===== src/rtl/hbtr_pkg.sv =====
// ----------------------------------------------------------------------------
// hbtr_pkg
// Shared types and constants for the bucketed hash table.
// ----------------------------------------------------------------------------
package hbtr_pkg;

  localparam int DEF_WAYS        = 4;
  localparam int DEF_BUCKET_BITS = 12;
  localparam int BCNT_W          = 13;
  localparam int TAG_W           = 16;
  localparam int WAY_W           = 80;
  localparam int IN_W            = 136;
  localparam int OUT_W           = 64;
  localparam int ADDR_W          = 3;

  typedef enum logic [1:0] {
    CMD_SAVE  = 2'd0,
    CMD_LOAD  = 2'd1,
    CMD_CLEAR = 2'd2,
    CMD_NONE  = 2'd3
  } cmd_t;

  localparam logic [ADDR_W-1:0] REG_ENABLE = 3'd0;
  localparam logic [ADDR_W-1:0] REG_BCOUNT = 3'd4;

  // one way: tag, depth, value, eval, move, age_type from bit 0 up
  typedef struct packed {
    logic [7:0]  age_type;
    logic [15:0] move;
    logic [15:0] eval;
    logic [15:0] value;
    logic [7:0]  depth;
    logic [15:0] tag;
  } way_t;

  // classified command between front and back
  typedef struct packed {
    cmd_t        cmd;
    logic        enabled;
    logic [15:0] tag;
    logic [7:0]  depth;
    logic [15:0] value;
    logic [15:0] eval;
    logic [15:0] move;
    logic [1:0]  btype;
    logic [5:0]  age;
  } op_t;

  typedef struct packed {
    logic        hit;
    logic        stored;
    logic [7:0]  depth;
    logic [15:0] value;
    logic [15:0] eval;
    logic [15:0] move;
    logic [1:0]  btype;
  } res_t;

  typedef enum logic [2:0] {
    ST_WIPE,
    ST_IDLE,
    ST_READ,
    ST_DECIDE,
    ST_OUT
  } bst_t;

endpackage


===== src/rtl/hbtr_front.sv =====
// ----------------------------------------------------------------------------
// hbtr_front
// Accepts items, computes the bucket index over two stages (two 32x14
// products, then sum), and pushes classified ops into a two-entry queue.
// ----------------------------------------------------------------------------
module hbtr_front #(
  parameter int BUCKET_BITS = hbtr_pkg::DEF_BUCKET_BITS
) (
  input  logic                        clk,
  input  logic                        rst,
  input  logic                        in_valid,
  output logic                        in_ready,
  input  logic [hbtr_pkg::IN_W-1:0]   in_data,
  input  logic                        enabled,
  input  logic [hbtr_pkg::BCNT_W-1:0] bcount,
  output logic                        q_valid,
  input  logic                        q_ready,
  output hbtr_pkg::op_t               q_op,
  output logic [BUCKET_BITS-1:0]      q_bucket
);
  import hbtr_pkg::*;

  localparam int NB   = 1 << BUCKET_BITS;
  localparam int NCAP = (NB < 8192) ? NB : 8192;

  logic        s1_valid;
  op_t         s1_op;
  logic [44:0] s1_hi;
  logic [44:0] s1_lo;
  logic [BCNT_W:0] neff;
  logic [63:0] h;
  logic [45:0] sum;
  logic [BUCKET_BITS-1:0] s1_bkt;

  op_t         qa_op, qb_op;
  logic [BUCKET_BITS-1:0] qa_b, qb_b;
  logic [1:0]  qcnt;
  logic        push, pop;

  assign h = in_data[65:2];

  always_comb begin
    neff = {1'b0, bcount};
    if (bcount == '0) neff = 14'd1;
    if (32'(bcount) > NCAP) neff = 14'(NCAP);
  end

  // stage 1 stalls only if queue full and it holds an item
  assign in_ready = !s1_valid || push;
  assign push     = s1_valid && (qcnt != 2'd2 || pop);
  assign pop      = q_valid && q_ready;

  always_ff @(posedge clk) begin
    if (rst) begin
      s1_valid <= 1'b0;
    end else if (in_ready) begin
      s1_valid <= in_valid;
    end
    if (in_ready && in_valid) begin
      s1_hi <= 45'(h[63:32] * neff[BCNT_W:0]);
      s1_lo <= 45'(h[31:0] * neff[BCNT_W:0]);
      s1_op.cmd     <= cmd_t'(in_data[1:0]);
      s1_op.enabled <= enabled;
      s1_op.tag     <= in_data[17:2];
      s1_op.depth   <= in_data[73:66];
      s1_op.value   <= in_data[89:74];
      s1_op.eval    <= in_data[105:90];
      s1_op.move    <= in_data[121:106];
      s1_op.btype   <= in_data[123:122];
      s1_op.age     <= in_data[129:124];
    end
  end

  assign sum    = {1'b0, s1_hi} + {33'd0, s1_lo[44:32]};
  assign s1_bkt = BUCKET_BITS'(sum[45:32]);

  always_ff @(posedge clk) begin
    if (rst) begin
      qcnt <= '0;
    end else begin
      qcnt <= qcnt + {1'b0, push} - {1'b0, pop};
    end
    if (pop) begin
      qa_op <= qb_op;
      qa_b  <= qb_b;
    end
    if (push) begin
      if ((qcnt == 2'd0) || (qcnt == 2'd1 && pop)) begin
        qa_op <= s1_op;
        qa_b  <= s1_bkt;
      end else begin
        qb_op <= s1_op;
        qb_b  <= s1_bkt;
      end
    end
  end

  assign q_valid  = qcnt != 2'd0;
  assign q_op     = qa_op;
  assign q_bucket = qa_b;
endmodule


===== config.mk =====
export PLATFORM = sky130hd
export DESIGN_NAME = hbtr_front
export DESIGN_NICKNAME = d
export VERILOG_FILES = /design/src/rtl/hbtr_pkg.sv /design/src/rtl/hbtr_front.sv
export SDC_FILE = /design/constraint.sdc
export NUM_CORES = 2
export LEC_CHECK = 0
export ABC_AREA = 1
export BUFFER_PORTS_ARGS = -buffer_cell sky130_fd_sc_hd__buf_2
export CAP_MARGIN = 25
export CORE_MARGIN = 10
export CORE_UTILIZATION = 40
export DETAILED_ROUTE_END_ITERATION = 7
export PLACE_DENSITY = 0.61
export SKIP_CTS_REPAIR_TIMING = 1
export SKIP_LAST_GASP = 1
export SLEW_MARGIN = 20
export SYNTH_ARGS = -nofsm -noshare
export SYNTH_HDL_FRONTEND = slang
export SYNTH_SLANG_ARGS = --single-unit

===== constraint.sdc =====
create_clock -name clk -period 7.7 [get_ports clk]
set_input_delay 0.385 -clock clk [delete_from_list [all_inputs] [get_ports clk]]
set_output_delay 0.385 -clock clk [all_outputs]
set_load 0.01 [all_outputs]

# Word-level counts from Yosys, hierarchy flattened
# Cells that the tools add are included.
[word_totals] reg_bits=365 in_bits=154 output_inout_bits=97 wordCells=62
[classes] addsub=3 mul=2 magnitude_cmp=1 n_eq_ne=2 mux=8 bitwise_logic=1 reduce_logical=12
[ops] op="$mux W83" n=3
[ops] op="$mul A32 B14 Y45" n=1
[ops] op="$add A44 B13 Y44" n=1
[ops] op="$mul A32 B14 Y44" n=1
[ops] op="$mux W12" n=3
[ops] op="$mux W14" n=1
[ops] op="$gt A13 B13 Y1 const B" n=1
[ops] op="$logic_not A13 Y1" n=1
[ops] op="$mux W13" n=1
[ops] op="$logic_and A1 B1 Y1" n=4
[ops] op="$logic_or A1 B1 Y1" n=3
[ops] op="$add A2 B1 Y2" n=1
[ops] op="$eq A2 B1 Y1 const B" n=1
[ops] op="$logic_not A2 Y1" n=1
[ops] op="$ne A2 B2 Y1 const B" n=1
[ops] op="$reduce_and A2 Y1" n=1
[ops] op="$reduce_bool A2 Y1" n=1
[ops] op="$sub A2 B1 Y2" n=1
[ops] op="$logic_not A1 Y1" n=1
[ops] op="$not A1 Y1" n=1

# Depth between registers and ports, before layout
[depth] depth_word=6 ltp_mapped=33 ltp_nobuf=31

# Least setup slack after synthesis
# OpenSTA, ideal clock, no wires.
[synth_path] path_type="input -> register" from="input q_ready" to="register s1_hi[0], enable pin" setup_time_ps=643 arrival_time_ps=6457 t_required_ps=7057 setup_slack_ps=600 cell_stages=4 n_path_buf=0 cell_sequence="inv_1 nand3b_1 nor2_1 nor2_1"
[synth_via] elab_chain_len=5
[synth_lines] item="start, declared" line_no="hbtr_front.sv:17" rtl="input logic q_ready,"
[synth_lines] item="$logic_and A1 B1 Y1" line_no="hbtr_front.sv:51" rtl="assign pop = q_valid && q_ready;"
[synth_lines] item="$logic_or A1 B1 Y1" line_no="hbtr_front.sv:50" rtl="assign push = s1_valid && (qcnt != 2'd2 || pop);"
[synth_lines] item="$logic_and A1 B1 Y1" line_no="hbtr_front.sv:50"
[synth_lines] item="$logic_or A1 B1 Y1" line_no="hbtr_front.sv:49" rtl="assign in_ready = !s1_valid || push;"
[synth_lines] item="$logic_and A1 B1 Y1" line_no="hbtr_front.sv:59" rtl="if (in_ready && in_valid) begin"
[synth_lines] item="end signal, assigned" line_no="hbtr_front.sv:60" rtl="s1_hi <= 45'(h[63:32] * neff[BCNT_W:0]);"
[synth_lines] item="end, declared" line_no="hbtr_front.sv:28" rtl="logic [44:0] s1_hi;"
# No other way between the ends.
# A chain may end at the register's enable or synchronous reset.

# Final worst setup path
[layout_path] from="input bcount[7] (netlist name)" to="register s1_lo[41] (data pin)"
[layout_via] elab_chain_len=4 word_cells_on_any_way=5 classes_between="1 x mul; 1 x order compare; 2 x mux; 1 x reduce/logical"
[layout_lines] item="start, declared" line_no="hbtr_front.sv:15" rtl="input logic [hbtr_pkg::BCNT_W-1:0] bcount,"
[layout_lines] item="parallel branches: the longest is 2 deep, another holds $gt A13 B13 Y1"
[layout_lines] item="$mux W14 (*)" line_no="hbtr_front.sv:45" rtl="if (32'(bcount) > NCAP) neff = 14'(NCAP);"
[layout_lines] item="$mul A32 B14 Y45 (*)" line_no="hbtr_front.sv:61" rtl="s1_lo <= 45'(h[31:0] * neff[BCNT_W:0]);"
[layout_lines] item="end signal, assigned" line_no="hbtr_front.sv:61"
[layout_lines] item="end, declared" line_no="hbtr_front.sv:29" rtl="logic [44:0] s1_lo;"
# Mark *: on every way between the ends.

==> run summary <==
The run finished with clean final reports. The pin count of the biggest net entering global routing came out at 80. The start-to-end type of the worst setup path is input pin to flop. The number of maximum-capacitance constraint violations is 0. The distinct cell type count after synthesis is 53. The total number of placement rows came out at 115. The largest fanout on the critical path is 29. The most common cell after layout, fill and taps aside is sky130_fd_sc_hd__inv_1.

The maximum root-to-sink buffer count came out at 3. The leftover overflow at the end of global routing is 0. The tightest min-delay check is of the input pin to flop type.

The share of post-route cells with drive strength above 1 is 7.72%. The final instance area is 43300 sq um. The cell leakage power is 0.0219 uW. In the finished design, the share of the clock period the worst path needs comes to 84.9%. The global-route wire length before repair came out at 176000 um. The minimum setup slack after placement is 0.685 ns. The remaining antenna violation count came out at 0. The vertical extent of the die is 334 um. The average wire per standard cell is 18.4 um.

The via count of the first global-routing pass is 31.3k. The number of port buffers came out at 244. The arrival time of data at the critical path endpoint is 6.84 ns.

Clock tree synthesis selected as its root buffer the cell sky130_fd_sc_hd__clkbuf_16. The worst voltage drop across the vdd grid came out at 0.000176 V. The die is 334 um wide. The synthesis warning total came out at 0. The clock latency reported for the late side of the worst-skew pair is 0.53 ns. Summing every instance area after synthesis gives 39400 sq um. The normalized max-slew margin came out at 34.5%.

The endpoint identified for the worst register-to-register timing path is qcnt[1]. After clock tree synthesis, the clock-pin slew on the worst setup and hold paths is 0.06 ns. In this run the worst setup path begins at bcount[7]. At the pin with the least slew margin, the transition time is 0.983 ns.

Across all setup checks in the final design, the least slack found is 1.17 ns. The total wire length after detailed routing came out at 112000 um. Counting flops with a built-in enable in the synthesized netlist gives 235. In the routed layout, each cell is associated on average with a via count of 4.99.

After detailed routing, the number of remaining DRC violations is 0. The detailed router placed 30.5k vias in this run. The worst path needs 6.53 ns of the cycle, external delays included. STA classifies the critical path endpoint as a flop. The worst reg2reg path depth is 10.

Based on the critical path, the design can be clocked at up to 0.153 GHz. After detailed placement, the total cell area comes to 42200 sq um. The average instance area after synthesis came out at 8.58 sq um. The placeable core region is 98100 sq um.

The floorplan step defined a die boundary enclosing 111000 sq um. The cell area power density came out at 326 nW/um^2. Excluding fillers, the count of instances in the completed layout stands at 6098. The overall routing resource usage is 19.9%.

The final setup TNS came out at 0 ns. In this run the critical register-to-register path is launched from qcnt[1]. In the layout the commonest cells are 1057 x sky130_fd_sc_hd__inv_1, 834 x sky130_fd_sc_hd__nand2_1, 652 x sky130_fd_sc_hd__fa_1, 622 x sky130_fd_sc_hd__nor2_1, 273 x sky130_fd_sc_hd__ha_1. Once detailed placement completed, the half-perimeter wirelength came to 89400 um. The worst endpoint required time is 8.01 ns. The most used flip-flop cell after synthesis is sky130_fd_sc_hd__edfxtp_1.

The type of element launching the critical path is an input pin. The net count of the mapped netlist came out at 5670. The final max-slew violation count came out at 0. After detailed placement, the design holds a cell count of 6024. Across the routed clock network, the largest skew measured is 0.0243 ns. Once layout is complete, the utilization of the core stands at 44.1%. The count of endpoints failing hold in the final timing report is 0. Routability-driven placement finished with a final weighted congestion of 0.915. The total CTS buffers is 34. The filler cells instantiated in the layout total 9814. The proportion of synthesized chip area in sequential cells is 22.9%. Counting flops with an async set or reset pin after synthesis yields a share of 0%.

Setup violations remaining at the end of the flow were counted as 0. The DRC marker count from the first detailed-route iteration came out at 2238. The synthesis-to-finish area growth is 9.92%. The delay of the slowest cell on the worst path is 0.55 ns.

The initial antenna violation count was 11. The number of nets in the layout came out at 5859. The timing endpoint of the critical path is s1_lo[41]. The effective utilization at floorplan came out at 40.2%. Counting flops and latches in the post-synthesis netlist gives 333. For this design, the sink count on the clock tree is 333.

During I/O placement, the number of pins put on the boundary was 251. TritonCTS built the clock tree. Setup repair after global routing left no endpoint under its margin. The largest individual stage delay along the critical path comes from the cell sky130_fd_sc_hd__fa_1. For this run, the detailed router's first-pass iteration total came to 5. The setup slack on the worst flop-to-flop path came out at 5.08 ns. The number of H-tree branching levels is 2. Synthesis handed over a netlist of 4591 instances.
[kinds of logic (layout without fill, tap and decap cells)]
group | count (synthesis) | after routing | synth area share (%)
DFF | 333 | 333 | 22.9
other | 0 | 5 | 0
AOI/OAI and AO/OA | 401 | 401 | 5.60
xor gates and xnor gates | 65 | 65 | 1.44
buffers and inverters | 1212 | 1427 | 11.6
and+or+nand+nor | 1655 | 1655 | 16.7
adders and majority gates | 925 | 925 | 41.8
[metrics by stage]
step | power [uW] | hold slack, ns
detailed placement | 12500 | 0.427
CTS | 14100 | -0.00887
global route | 15600 | 0.000348
global placement | 12400 | 0.425
floorplan | 9520 | 0.421
finish | 14100 | 0.0263
[report_power, final]
part / total, uW / switching (uW) / internal, uW
clock network: 1550 / 697 / 858
logic: 9620 / 6260 / 3360
registers: 2960 / 278 / 2680
[area by class of cell]
class	instances	area, sq um	share of cell area [%]
diodes	5	12.5	0.0289
clock buffers	47	920	2.12
clock inverters	15	133	0.306
inverters	1073	4030	9.30
multi-input cells	3046	25900	59.7
flip-flops and latches	333	9020	20.8
well taps	1287	1610	3.72
repair buffers	292	1740	4.03
[layer usage]
metal  share of wire (%)  track usage, %  vias to the layer above  wire (um)
met5               0.019               0                        -         21
met4                 2.1            4.21                        4       2390
met3                 7.0            2.85                      140       7830
met2                  45            31.7                     1034      50300
met1                  46            28.6                    15100      51500
li1                    -               -                    14200          -
[worst min-delay path by stage]
stage           endpoint  cells past startpoint  slack [ns]        start
6_report       s1_op[27]                      1        0.03  in_data[93]
5_1_grt        s1_op[52]                      1      0.0003  in_data[86]
4_1_cts        s1_op[62]                      1      -0.009  in_data[72]
3_5_place_dp   qb_op[59]                      0        0.43    s1_op[59]
3_3_place_gp   qb_op[35]                      0        0.42    s1_op[35]
2_1_floorplan   qb_op[0]                      0        0.42     s1_op[0]
[registers in the layout (all words and copies together), names as in the netlist]
| name | cells |
|---|---|
| qcnt | 2 |
| s1_op | 83 |
| qb_b | 12 |
| s1_hi | 44 |
| s1_valid | 1 |
| q_op | 83 |
| s1_lo | 13 |
| qb_op | 83 |
| q_bucket | 12 |
[cells in the mapped netlist (7+ instances only)]
| cell | number | area [sq um] |
|---|---|---|
| sky130_fd_sc_hd__o21a_1 | 13 | 97.6 |
| sky130_fd_sc_hd__o21ai_1 | 14 | 70.1 |
| sky130_fd_sc_hd__inv_1 | 1059 | 3980 |
| sky130_fd_sc_hd__buf_1 | 21 | 78.8 |
| sky130_fd_sc_hd__edfxtp_1 | 235 | 7060 |
| sky130_fd_sc_hd__nor2_1 | 625 | 2350 |
| sky130_fd_sc_hd__dfxtp_1 | 98 | 1960 |
| sky130_fd_sc_hd__xor2_1 | 43 | 377 |
| sky130_fd_sc_hd__fa_1 | 652 | 13100 |
| sky130_fd_sc_hd__ha_1 | 273 | 3420 |
| sky130_fd_sc_hd__clkinv_1 | 10 | 37.5 |
| sky130_fd_sc_hd__nand4_1 | 25 | 156 |
| sky130_fd_sc_hd__clkbuf_1 | 93 | 349 |
| sky130_fd_sc_hd__a31oi_1 | 10 | 62.6 |
| sky130_fd_sc_hd__xnor2_1 | 22 | 193 |
| sky130_fd_sc_hd__a21o_1 | 22 | 165 |
| sky130_fd_sc_hd__nor3_1 | 21 | 105 |
| sky130_fd_sc_hd__nand3_1 | 108 | 541 |
| sky130_fd_sc_hd__clkbuf_2 | 7 | 35.0 |
| sky130_fd_sc_hd__nor4_1 | 16 | 100 |
| sky130_fd_sc_hd__a21oi_1 | 130 | 651 |
| sky130_fd_sc_hd__buf_2 | 18 | 90.1 |
| sky130_fd_sc_hd__nand2_1 | 840 | 3150 |
| sky130_fd_sc_hd__o21ai_0 | 178 | 891 |
[critical path: cells and delay by family]
kind / cells / cell delay [ns]
adder cells (fa/ha/maj): 7 / 3.27
XOR/XNOR: 1 / 0.33
AND/OR/NAND/NOR: 12 / 1.24
buffers and inverters: 7 / 0.97
AO/OA/AOI/OAI: 2 / 0.57
Power figures use the tool's default switching activity.
